--- src/hdl/woc_pkg.sv ---
// ----------------------------------------------------------------------------
// woc_pkg
// Shared constants, types and helpers of the word occurrence counter.
// ----------------------------------------------------------------------------
package woc_pkg;

  // Sizes of the pattern store, the window and the saturating total.
  localparam int MaxPattern = 64;
  localparam int MaxText    = 4096;

  // Field widths.
  localparam int LenWidth    = 7;
  localparam int PosWidth    = 6;
  localparam int ByteWidth   = 8;
  localparam int TotalWidth  = 13;
  localparam int NewWidth    = 2;
  localparam int InTdataWidth  = 16;
  localparam int OutTdataWidth = 16;

  // Default depth of the queue between front and back.
  localparam int QueueDepth = 4;

  // Reset value of the pattern length register.
  localparam logic [LenWidth-1:0] PatternLengthReset = 7'd1;

  // Operation codes carried in tuser.
  localparam logic OpLoad = 1'b0;
  localparam logic OpText = 1'b1;

  // Delimiter characters that close an occurrence.
  localparam logic [ByteWidth-1:0] CharNul   = 8'h00;
  localparam logic [ByteWidth-1:0] CharTab   = 8'h09;
  localparam logic [ByteWidth-1:0] CharSpace = 8'h20;
  localparam logic [ByteWidth-1:0] CharSemi  = 8'h3B;

  // One classified item as it travels through the queue.
  typedef struct packed {
    logic                 is_text;
    logic [PosWidth-1:0]  pos;
    logic [ByteWidth-1:0] data;
    logic                 last;
    logic                 delim;
  } woc_item_t;

  // True for a byte that may follow an occurrence.
  function automatic logic is_delimiter(input logic [ByteWidth-1:0] b);
    return (b == CharNul) || (b == CharTab) || (b == CharSpace) || (b == CharSemi);
  endfunction

endpackage

--- src/hdl/word_occurrence_counter.sv ---
// ----------------------------------------------------------------------------
// word_occurrence_counter
// Counts delimited occurrences of a loaded pattern in a stream of text bytes.
// ----------------------------------------------------------------------------
// Usage:
//   Input stream (s_axis_*): tuser selects the transaction kind. A pattern
//   load writes data_byte at pattern_position; a text byte enters the match
//   window, and tlast marks the final byte of a text.
//   Configuration: cfg_wen writes cfg_wdata into the pattern length register
//   (reset value 1); write it only while no text is in flight.
//   Output stream (m_axis_*): one transaction per finished text, with the
//   matches completed by its final byte and the saturating total.
// Flow and throughput:
//   A final text byte passes the queue, and its result is registered when
//   the back end takes it. Text bytes are taken at one per cycle, unless a
//   full result register or realignment holds them, through a 64-byte
//   shift window with two comparators per window byte. A text byte that
//   follows a pattern load or length write directly waits for realignment.
// Reset and stalls:
//   Reset empties the queue, the window and the result register, clears the
//   total and sets the pattern length to 1; pattern bytes must be loaded again.
//   While the receiver stalls, the result is held, text bytes keep flowing
//   until the next final byte, and the queue then fills and drops tready.
// ----------------------------------------------------------------------------
module word_occurrence_counter #(
  parameter int QUEUE_DEPTH = woc_pkg::QueueDepth
) (
  input  logic                                clk,
  input  logic                                rst,
  // Input stream; tdata: pattern_position [5:0], data_byte [13:6], zero fill.
  input  logic                                s_axis_tvalid,
  output logic                                s_axis_tready,
  input  logic [woc_pkg::InTdataWidth-1:0]    s_axis_tdata,
  input  logic                                s_axis_tuser,  // operation
  input  logic                                s_axis_tlast,  // last_of_text
  // Pattern length register.
  input  logic                                cfg_wen,
  input  logic [woc_pkg::LenWidth-1:0]        cfg_wdata,
  // Result stream; tdata: new_matches [1:0], match_total [14:2], zero fill.
  output logic                                m_axis_tvalid,
  input  logic                                m_axis_tready,
  output logic [woc_pkg::OutTdataWidth-1:0]   m_axis_tdata,
  output logic                                m_axis_tlast   // end_of_text
);
  import woc_pkg::*;

  woc_item_t in_item;
  woc_item_t head_item;
  logic      queue_full;
  logic      queue_push;
  logic      queue_pop;
  logic      head_valid;

  // Front end: accept and classify.
  woc_front u_front (
    .s_axis_tvalid (s_axis_tvalid),
    .s_axis_tready (s_axis_tready),
    .s_axis_tdata  (s_axis_tdata),
    .s_axis_tuser  (s_axis_tuser),
    .s_axis_tlast  (s_axis_tlast),
    .full          (queue_full),
    .push          (queue_push),
    .item          (in_item)
  );

  // Queue between front and back.
  woc_fifo #(
    .WIDTH ($bits(woc_item_t)),
    .DEPTH (QUEUE_DEPTH)
  ) u_fifo (
    .clk      (clk),
    .rst      (rst),
    .push     (queue_push),
    .wr_data  (in_item),
    .full     (queue_full),
    .pop      (queue_pop),
    .rd_valid (head_valid),
    .rd_data  (head_item)
  );

  // Back end: matching, counting and results.
  woc_back u_back (
    .clk           (clk),
    .rst           (rst),
    .cfg_wen       (cfg_wen),
    .cfg_wdata     (cfg_wdata),
    .head_valid    (head_valid),
    .head          (head_item),
    .pop           (queue_pop),
    .m_axis_tvalid (m_axis_tvalid),
    .m_axis_tready (m_axis_tready),
    .m_axis_tdata  (m_axis_tdata),
    .m_axis_tlast  (m_axis_tlast)
  );

endmodule

--- src/hdl/woc_front.sv ---
// ----------------------------------------------------------------------------
// woc_front
// Accepts input transactions, unpacks them and classifies text bytes.
// ----------------------------------------------------------------------------
module woc_front (
  // Input stream; tdata: pattern_position [5:0], data_byte [13:6], zero fill.
  input  logic                               s_axis_tvalid,
  output logic                               s_axis_tready,
  input  logic [woc_pkg::InTdataWidth-1:0]   s_axis_tdata,
  input  logic                               s_axis_tuser,  // operation
  input  logic                               s_axis_tlast,  // last_of_text
  // Queue write side.
  input  logic                               full,
  output logic                               push,
  output woc_pkg::woc_item_t                 item
);
  import woc_pkg::*;

  logic [ByteWidth-1:0] data_byte;

  // Accept whenever the queue has room.
  assign s_axis_tready = !full;
  assign push          = s_axis_tvalid && !full;

  // Unpack the fields and mark delimiter bytes for the back end.
  assign data_byte    = s_axis_tdata[PosWidth +: ByteWidth];
  assign item.is_text = (s_axis_tuser == OpText);
  assign item.pos     = s_axis_tdata[PosWidth-1:0];
  assign item.data    = data_byte;
  assign item.last    = s_axis_tlast;
  assign item.delim   = is_delimiter(data_byte);

endmodule

--- src/hdl/woc_fifo.sv ---
// ----------------------------------------------------------------------------
// woc_fifo
// Small first-in first-out queue between the front and the back end.
// ----------------------------------------------------------------------------
module woc_fifo #(
  parameter int WIDTH = 16,
  parameter int DEPTH = 4
) (
  input  logic             clk,
  input  logic             rst,
  input  logic             push,
  input  logic [WIDTH-1:0] wr_data,
  output logic             full,
  input  logic             pop,
  output logic             rd_valid,
  output logic [WIDTH-1:0] rd_data
);
  localparam int PtrWidth   = (DEPTH > 1) ? $clog2(DEPTH) : 1;
  localparam int CountWidth = $clog2(DEPTH + 1);
  localparam logic [PtrWidth-1:0]   LastPtr   = PtrWidth'(DEPTH - 1);
  localparam logic [CountWidth-1:0] FullCount = CountWidth'(DEPTH);

  logic [WIDTH-1:0]      entries [DEPTH];
  logic [PtrWidth-1:0]   wr_ptr;
  logic [PtrWidth-1:0]   rd_ptr;
  logic [CountWidth-1:0] count;
  logic                  do_push;
  logic                  do_pop;

  assign full     = (count == FullCount);
  assign rd_valid = (count != '0);
  assign rd_data  = entries[rd_ptr];
  assign do_push  = push && !full;
  assign do_pop   = pop && rd_valid;

  // Pointers and fill count.
  always_ff @(posedge clk) begin
    if (rst) begin
      wr_ptr <= '0;
      rd_ptr <= '0;
      count  <= '0;
    end else begin
      if (do_push) begin
        wr_ptr <= (wr_ptr == LastPtr) ? '0 : wr_ptr + 1'b1;
      end
      if (do_pop) begin
        rd_ptr <= (rd_ptr == LastPtr) ? '0 : rd_ptr + 1'b1;
      end
      unique case ({do_push, do_pop})
        2'b10:   count <= count + 1'b1;
        2'b01:   count <= count - 1'b1;
        default: count <= count;
      endcase
    end
  end

  // Entry storage.
  always_ff @(posedge clk) begin
    if (do_push) begin
      entries[wr_ptr] <= wr_data;
    end
  end

endmodule

--- src/hdl/woc_back.sv ---
// ----------------------------------------------------------------------------
// woc_back
// Pattern store, text window, parallel comparators, running total and the
// result register.
// ----------------------------------------------------------------------------
module woc_back (
  input  logic                                clk,
  input  logic                                rst,
  // Pattern length register.
  input  logic                                cfg_wen,
  input  logic [woc_pkg::LenWidth-1:0]        cfg_wdata,
  // Queue read side.
  input  logic                                head_valid,
  input  woc_pkg::woc_item_t                  head,
  output logic                                pop,
  // Result stream; tdata: new_matches [1:0], match_total [14:2], zero fill.
  output logic                                m_axis_tvalid,
  input  logic                                m_axis_tready,
  output logic [woc_pkg::OutTdataWidth-1:0]   m_axis_tdata,
  output logic                                m_axis_tlast   // end_of_text
);
  import woc_pkg::*;

  localparam logic [LenWidth-1:0]   FullLen  = LenWidth'(MaxPattern);
  localparam logic [TotalWidth:0]   SatTotal = (TotalWidth + 1)'(MaxText);

  logic [LenWidth-1:0]       pattern_length;
  logic [ByteWidth-1:0]      pattern_store [MaxPattern];
  logic [ByteWidth-1:0]      window        [MaxPattern];
  logic [ByteWidth-1:0]      window_post   [MaxPattern];
  logic [LenWidth-1:0]       seen;
  logic [LenWidth-1:0]       seen_post;
  logic [TotalWidth-1:0]     running_total;
  logic [TotalWidth:0]       total_sum;
  logic [TotalWidth-1:0]     total_next;
  logic                      hold;

  logic [LenWidth-1:0]       active_len;
  logic [LenWidth-1:0]       active_len_next;
  logic [LenWidth-1:0]       shift_bytes;
  logic [MaxPattern-1:0]     len_mask;
  logic [MaxPattern-1:0]     len_mask_next;
  logic [ByteWidth*MaxPattern-1:0] rev_flat;
  logic [ByteWidth*MaxPattern-1:0] aligned;
  logic [ByteWidth*MaxPattern-1:0] aligned_next;

  logic [MaxPattern-1:0]     eq_pre;
  logic [MaxPattern-1:0]     eq_post;
  logic                      match_pre;
  logic                      match_post;
  logic [NewWidth-1:0]       fresh;

  logic                      out_free;
  logic                      blocked;
  logic                      do_text;
  logic                      do_last;
  logic                      do_load;
  logic                      out_valid;
  logic [NewWidth-1:0]       out_new;
  logic [TotalWidth-1:0]     out_total;

  // Pattern aligned to the window: entry k holds pattern byte len-1-k.
  always_comb begin
    active_len_next = (pattern_length > FullLen) ? FullLen : pattern_length;
    shift_bytes     = FullLen - active_len_next;
    for (int j = 0; j < MaxPattern; j++) begin
      rev_flat[ByteWidth*j +: ByteWidth] = pattern_store[MaxPattern-1-j];
    end
    aligned_next  = rev_flat >> {shift_bytes, 3'b000};
    len_mask_next = ~({MaxPattern{1'b1}} << active_len_next);
  end

  // Window after the current byte is shifted in.
  always_comb begin
    window_post[0] = head.data;
    for (int k = 1; k < MaxPattern; k++) begin
      window_post[k] = window[k-1];
    end
    seen_post = (seen == FullLen) ? seen : seen + 1'b1;
  end

  // Parallel comparators on the window before and after the shift.
  always_comb begin
    for (int k = 0; k < MaxPattern; k++) begin
      eq_pre[k]  = !len_mask[k] || (window[k] == aligned[ByteWidth*k +: ByteWidth]);
      eq_post[k] = !len_mask[k] ||
                   (window_post[k] == aligned[ByteWidth*k +: ByteWidth]);
    end
    match_pre  = head.delim && (active_len != '0) && (seen >= active_len) && (&eq_pre);
    match_post = head.last && (active_len != '0) && (seen_post >= active_len) &&
                 (&eq_post);
    fresh      = {1'b0, match_pre} + {1'b0, match_post};
    total_sum  = {1'b0, running_total} + (TotalWidth + 1)'(fresh);
    total_next = (total_sum > SatTotal) ? SatTotal[TotalWidth-1:0]
                                        : total_sum[TotalWidth-1:0];
  end

  // Take the head item unless a text byte must wait for fresh alignment or
  // for room in the result register.
  assign out_free = !out_valid || m_axis_tready;
  assign blocked  = head.is_text && (hold || (head.last && !out_free));
  assign pop      = head_valid && !blocked;
  assign do_text  = pop && head.is_text;
  assign do_last  = do_text && head.last;
  assign do_load  = pop && !head.is_text;

  // Control state.
  always_ff @(posedge clk) begin
    if (rst) begin
      pattern_length <= PatternLengthReset;
      seen           <= '0;
      running_total  <= '0;
      hold           <= 1'b0;
      out_valid      <= 1'b0;
    end else begin
      if (cfg_wen) begin
        pattern_length <= cfg_wdata;
      end
      hold <= do_load || cfg_wen;
      if (do_text) begin
        seen          <= head.last ? '0 : seen_post;
        running_total <= head.last ? '0 : total_next;
      end
      if (do_last) begin
        out_valid <= 1'b1;
      end else if (m_axis_tready) begin
        out_valid <= 1'b0;
      end
    end
  end

  // Payload registers.
  always_ff @(posedge clk) begin
    active_len <= active_len_next;
    len_mask   <= len_mask_next;
    aligned    <= aligned_next;
    if (do_load) begin
      pattern_store[head.pos] <= head.data;
    end
    if (do_text) begin
      window <= window_post;
    end
    if (do_last) begin
      out_new   <= fresh;
      out_total <= total_next;
    end
  end

  assign m_axis_tvalid = out_valid;
  assign m_axis_tdata  = {{(OutTdataWidth - NewWidth - TotalWidth){1'b0}}, out_total, out_new};
  assign m_axis_tlast  = 1'b1;

  // A finished text leaves the window empty and the total cleared.
  a_clear_after_last: assert property (@(posedge clk) disable iff (rst)
    do_last |=> (seen == '0) && (running_total == '0))
    else $error("window or total not cleared after last text byte");

  // A text byte never uses the alignment in the cycle after a pattern load.
  a_wait_after_load: assert property (@(posedge clk) disable iff (rst)
    do_load |=> !(pop && head.is_text))
    else $error("text byte taken before pattern alignment settled");

  // Same after a pattern length write.
  a_wait_after_cfg: assert property (@(posedge clk) disable iff (rst)
    cfg_wen |=> !(pop && head.is_text))
    else $error("text byte taken before length alignment settled");

  // A result is held and never exceeds the saturation limit.
  a_result_range: assert property (@(posedge clk) disable iff (rst)
    do_last |=> m_axis_tvalid && (out_total <= SatTotal[TotalWidth-1:0]) &&
                (out_new != 2'b11))
    else $error("result missing or out of range");

endmodule

--- config.mk ---
export PLATFORM = sky130hd
export DESIGN_NAME = word_occurrence_counter
export DESIGN_NICKNAME = d
export VERILOG_FILES = /design/src/hdl/woc_pkg.sv /design/src/hdl/word_occurrence_counter.sv /design/src/hdl/woc_front.sv /design/src/hdl/woc_fifo.sv /design/src/hdl/woc_back.sv
export SDC_FILE = /design/constraint.sdc
export NUM_CORES = 2
export LEC_CHECK = 0
export BUFFER_PORTS_ARGS = -buffer_cell sky130_fd_sc_hd__buf_2
export CAP_MARGIN = 20
export CORE_MARGIN = 5
export CORE_UTILIZATION = 58
export CTS_CLUSTER_SIZE = 25
export DETAILED_ROUTE_END_ITERATION = 16
export PLACE_DENSITY = 0.84
export SLEW_MARGIN = 10
export SYNTH_ARGS = -nofsm -noshare
export SYNTH_HDL_FRONTEND = slang
export SYNTH_SLANG_ARGS = --single-unit
--- constraint.sdc ---
create_clock -name clk -period 15.1 [get_ports clk]
set_input_delay 1.51 -clock clk [delete_from_list [all_inputs] [get_ports clk]]
set_output_delay 1.51 -clock clk [all_outputs]
set_load 0.02 [all_outputs]
==> out/summary.json <==
{
  "clk_lat_worst_skew": {"value": 0.87, "unit": "ns"},
  "power_density": {"value": 181, "unit": "nW/um^2"},
  "gp_congestion": {"value": 1.20},
  "grt_start_max_net_pins": {"value": 163},
  "grt_first_pass_wirelength": {"value": 559, "unit": "mm"},
  "synth_area_leaders": {"value": "edfxtp_1, dfxtp_1, mux2i_1"},
  "rr_startpoint": {"value": "u_back.pattern_length[6]"},
  "drt.antenna.violating_nets": {"value": 0},
  "num_rows": {"value": 144},
  "crit_path_end": {"value": "u_back.aligned[82]"},
  "post_synth_mux_area_share": {"value": 23.3, "unit": "%"},
  "timing.critical_path.slowest_cell_delay": {"value": 1.14, "unit": "ns"},
  "setup_tns": {"value": 0, "unit": "ns"},
  "final.setup.worst_slack": {"value": 7.94, "unit": "ns"},
  "grt_overflow": {"value": 0},
  "netlist-cell-type-count": {"value": 85},
  "transition_time_of_the_tightest_slew_check_pin": {"value": 1.53, "unit": "ns"},
  "groute.usage.overall": {"value": 50.9, "unit": "%"},
  "post_cts_buffers": {"value": 0},
  "reg_to_reg_critical_path_endpoint": {"value": "u_back.aligned[82]"},
  "gate_family_responsible_for_the_most_delay_along_the_worst_path": {"value": "buffers and inverters"},
  "final_min_period_over_clock_period": {"value": 47.4, "unit": "%"},
  "r2r_slack": {"value": 7.94, "unit": "ns"},
  "yosys_register_bits": {"value": 1727},
  "min_period": {"value": 7.16, "unit": "ns"},
  "setup-violations-final": {"value": 0},
  "clk_pin_slew": {"value": 0.06, "unit": "ns"},
  "place.detailed.hpwl": {"value": 330, "unit": "mm"},
  "finish.instance_area": {"value": 99000, "unit": "um^2"},
  "numCtsBuffers": {"value": 175},
  "nature_of_the_critical_path_startpoint": {"value": "flop"},
  "cell_chain_critical_path": {"value": "buf_4 > inv_1 > buf_4 > nand2_1 > ha_4 > ha_2 > inv_16 > buf_4 > buf_12 > mux2i_1 > mux2i_1 > a21oi_1 > o22ai_1"},
  "initial_utilization": {"value": 58.4, "unit": "%"},
  "drcViolationCount": {"value": 0},
  "cts_buffer_depth": {"value": 3},
  "post-layout-total-power": {"value": 17900, "unit": "uW"},
  "design.core.area": {"value": 154000, "unit": "um^2"},
  "critical_path.n_buffers_inverters": {"value": 6},
  "die_area": {"value": 163000, "unit": "um^2"},
  "h-tree-depth": {"value": 4},
  "critical_path_arrival": {"value": 7.87, "unit": "ns"},
  "route.detailed.wl_per_inst": {"value": 45.6, "unit": "um"},
  "static-leakage-power": {"value": 0.0336, "unit": "uW"},
  "run_status": {"value": "finished with violations"},
  "filler_instances": {"value": 11454},
  "vias": {"value": 69195},
  "worst_r2r_path_depth": {"value": 13},
  "areaGrowthSynthToFinish": {"value": 10.1, "unit": "%"},
  "fp.dieW": {"value": 404, "unit": "um"},
  "synth_fp_nets": {"value": 7073},
  "post_synth_and_or_nand_nor_area_fraction": {"value": 6.62, "unit": "%"},
  "fmaxAchievable": {"value": 140, "unit": "MHz"},
  "synthTopCellsByCount": {"value": "mux2i_1, edfxtp_1, xnor2_1"},
  "grt_setup_unrepaired": {"value": "false"},
  "synth_area": {"value": 89900, "unit": "um^2"},
  "yosysSeqAreaShare": {"value": 50.8, "unit": "%"},
  "worstSetupStartpoint": {"value": "u_back.pattern_length[6]"},
  "irDropWorstVdd": {"value": 0.136, "unit": "mV"},
  "slew_viol_final": {"value": 2},
  "synth_ff_type": {"value": "edfxtp_1"},
  "failing_checks": {"value": "slew limit"},
  "max_cap_viol_count": {"value": 0},
  "post_synth.cell_area_avg": {"value": 12.8, "unit": "um^2"},
  "critical_path_cell_count": {"value": 13},
  "report.final.hold_viol_count": {"value": 0},
  "portBuffers": {"value": 44},
  "crit_fanout": {"value": 148},
  "worst_hold_path_type": {"value": "reg -> reg"},
  "synth_enable_flop_cells": {"value": 1107},
  "clock_tree.root_cell": {"value": "clkbuf_16"},
  "route.detailed.vias_per_inst": {"value": 7.43},
  "synth_fa_ha_area_share": {"value": 0.448, "unit": "%"},
  "post_cts_resized": {"value": 0},
  "synth_xor_area_share": {"value": 10.2, "unit": "%"},
  "cts_tree": {"value": "built"},
  "boundaryPins": {"value": 49},
  "synth-compound-area-share": {"value": 6.11, "unit": "%"},
  "cp_slowest_cell": {"value": "mux2i_1"},
  "cpMostUsedCell": {"value": "buf_4"},
  "post-synth-top-area-cell": {"value": "edfxtp_1"},
  "yosysMostFrequentCell": {"value": "mux2i_1"},
  "placement.setup.worst_slack": {"value": 8.20, "unit": "ns"},
  "required": {"value": 15.81, "unit": "ns"},
  "drt_iter0_markers": {"value": 13713},
  "first_global_vias": {"value": 64299},
  "slew_headroom": {"value": -1.71, "unit": "%"},
  "timing.clock.skew": {"value": 0.0688, "unit": "ns"},
  "synthDominantCellAreaShare": {"value": 37.0, "unit": "%"},
  "yosys_warnings": {"value": 0},
  "combinational_family_with_the_most_area_after_synthesis": {"value": "multiplexers"},
  "netlist_instances": {"value": 7012},
  "final_layout_size_suffix_gt1_share": {"value": 15.2, "unit": "%"},
  "number_of_clock_sinks": {"value": 1727},
  "nNetsFinal": {"value": 7119},
  "firstDrtPassIters": {"value": 10},
  "critical_path_class": {"value": "reg -> reg"},
  "synth_async_sr_flop_share": {"value": 0, "unit": "%"},
  "floorplan.die.height": {"value": 404, "unit": "um"},
  "grt_antenna_before_repair": {"value": 78},
  "detailed_place.area": {"value": 92600, "unit": "um^2"},
  "detail_route.wirelength": {"value": 424, "unit": "mm"},
  "cts.hold.buffers_added": {"value": 0},
  "end_kind": {"value": "flop"}
}
state kept, by name, indices dropped and copies added, names as in the netlist, named ones only:
register and cells:
u_back.active_len 7, u_back.aligned 512, u_back.hold 1, u_back.len_mask 63
u_back.m_axis_tvalid 1, u_back.out_new 2, u_back.out_total 13, u_back.pattern_length 7
u_back.pattern_store 512, u_back.running_total 13, u_back.seen 7, u_back.window 512
u_fifo.count 3, u_fifo.entries 68, u_fifo.rd_ptr 2, u_fifo.wr_ptr 2
per-stage QoR:
step,hold slack (ns),utilization [%],instances
3_3_place_gp,0.470,60.0,8887
5_1_grt,0.516,64.2,9255
2_1_floorplan,0.456,-,7012
4_1_cts,0.501,64.0,9225
6_report,0.505,64.3,9310
3_5_place_dp,0.493,60.1,8898
routing by layer:
metal / share of wire, % / global-route usage [%] / vias to the layer above
met4: 9.7 / 37.6 / 36
li1: - / - / 26676
met1: 35 / 62.6 / 33999
met5: 0.068 / 0.234 / -
met3: 17 / 27.1 / 1635
met2: 39 / 67.4 / 6849
tightest hold or removal path: cells and delay by family, from the launching register on:
kind            cells  cell delay (ns)
flops               1             0.33
simple gates        1             0.07
compound gates      1             0.05
power by group:
part           internal (uW)  switching (uW)  total, uW  leakage, uW
registers               6220             831       7050       0.0152
clock network           2550            1970       4530      0.00294
logic                   1950            4380       6330       0.0155
logic make-up after synthesis:
logic type / after synthesis
DFF: 1727
muxes: 1613
and+or+nand+nor: 1228
xor gates and xnor gates: 1044
AOI/OAI and AO/OA: 903
buffers and inverters: 464
adders and majority gates: 31
other: 2
worst min-delay path by stage:
stage                                   startpoint                  endpoint  slack, ns  cells after the start
after detailed placement  u_back.running_total[12]  u_back.running_total[12]       0.49                      2
after global placement    u_back.running_total[12]  u_back.running_total[12]       0.47                      2
final                     u_back.running_total[12]  u_back.running_total[12]       0.51                      2
after CTS                 u_back.running_total[12]  u_back.running_total[12]       0.50                      2
after global routing            u_back.window[504]        u_back.window[496]       0.52                      0
after floorplan            u_back.running_total[0]   u_back.running_total[0]       0.46                      1
final cells by class:
type                            instances  area (um^2)  share of cell area (%)
Antenna cell                           58          145                   0.147
Clock buffer                          229         4980                    5.03
Clock inverter                         98          992                    1.00
Inverter                               37          198                   0.200
Multi-Input combinational cell       4821        42300                    42.7
Sequential cell                      1727        45700                    46.1
Tap cell                             2044         2560                    2.58
Timing Repair Buffer                  296         2250                    2.27
cell usage in the layout, fill, tap and decap left out, types with 12 or more instances in the layout:
cell type	netlist	layout
a31oi_2	0	12
clkinv_2	1	40
buf_4	55	231
ha_1	29	27
and3_1	40	39
clkbuf_1	162	30
clkbuf_16	0	189
nand2_1	275	273
diode_2	0	58
nand3_1	29	28
o21a_1	16	16
mux2_2	35	35
dfxtp_1	620	620
and2_1	73	73
o21ai_0	209	200
mux4_2	378	378
a221oi_1	28	28
buf_2	137	44
a21o_1	26	26
a211oi_1	51	49
a21oi_1	210	206
mux2i_1	1195	1173
xnor2_1	1037	1037
clkinv_1	2	16
o22ai_1	192	192
bufinv_16	0	12
o211ai_1	15	15
nor3_1	24	24
edfxtp_1	1107	1107
nand4_1	289	289
nor2_1	423	418
a22oi_1	46	44
inv_1	33	33
mux2i_2	3	25
o21ai_1	30	36
a21boi_0	13	13
(Power assumes the default switching activity.)
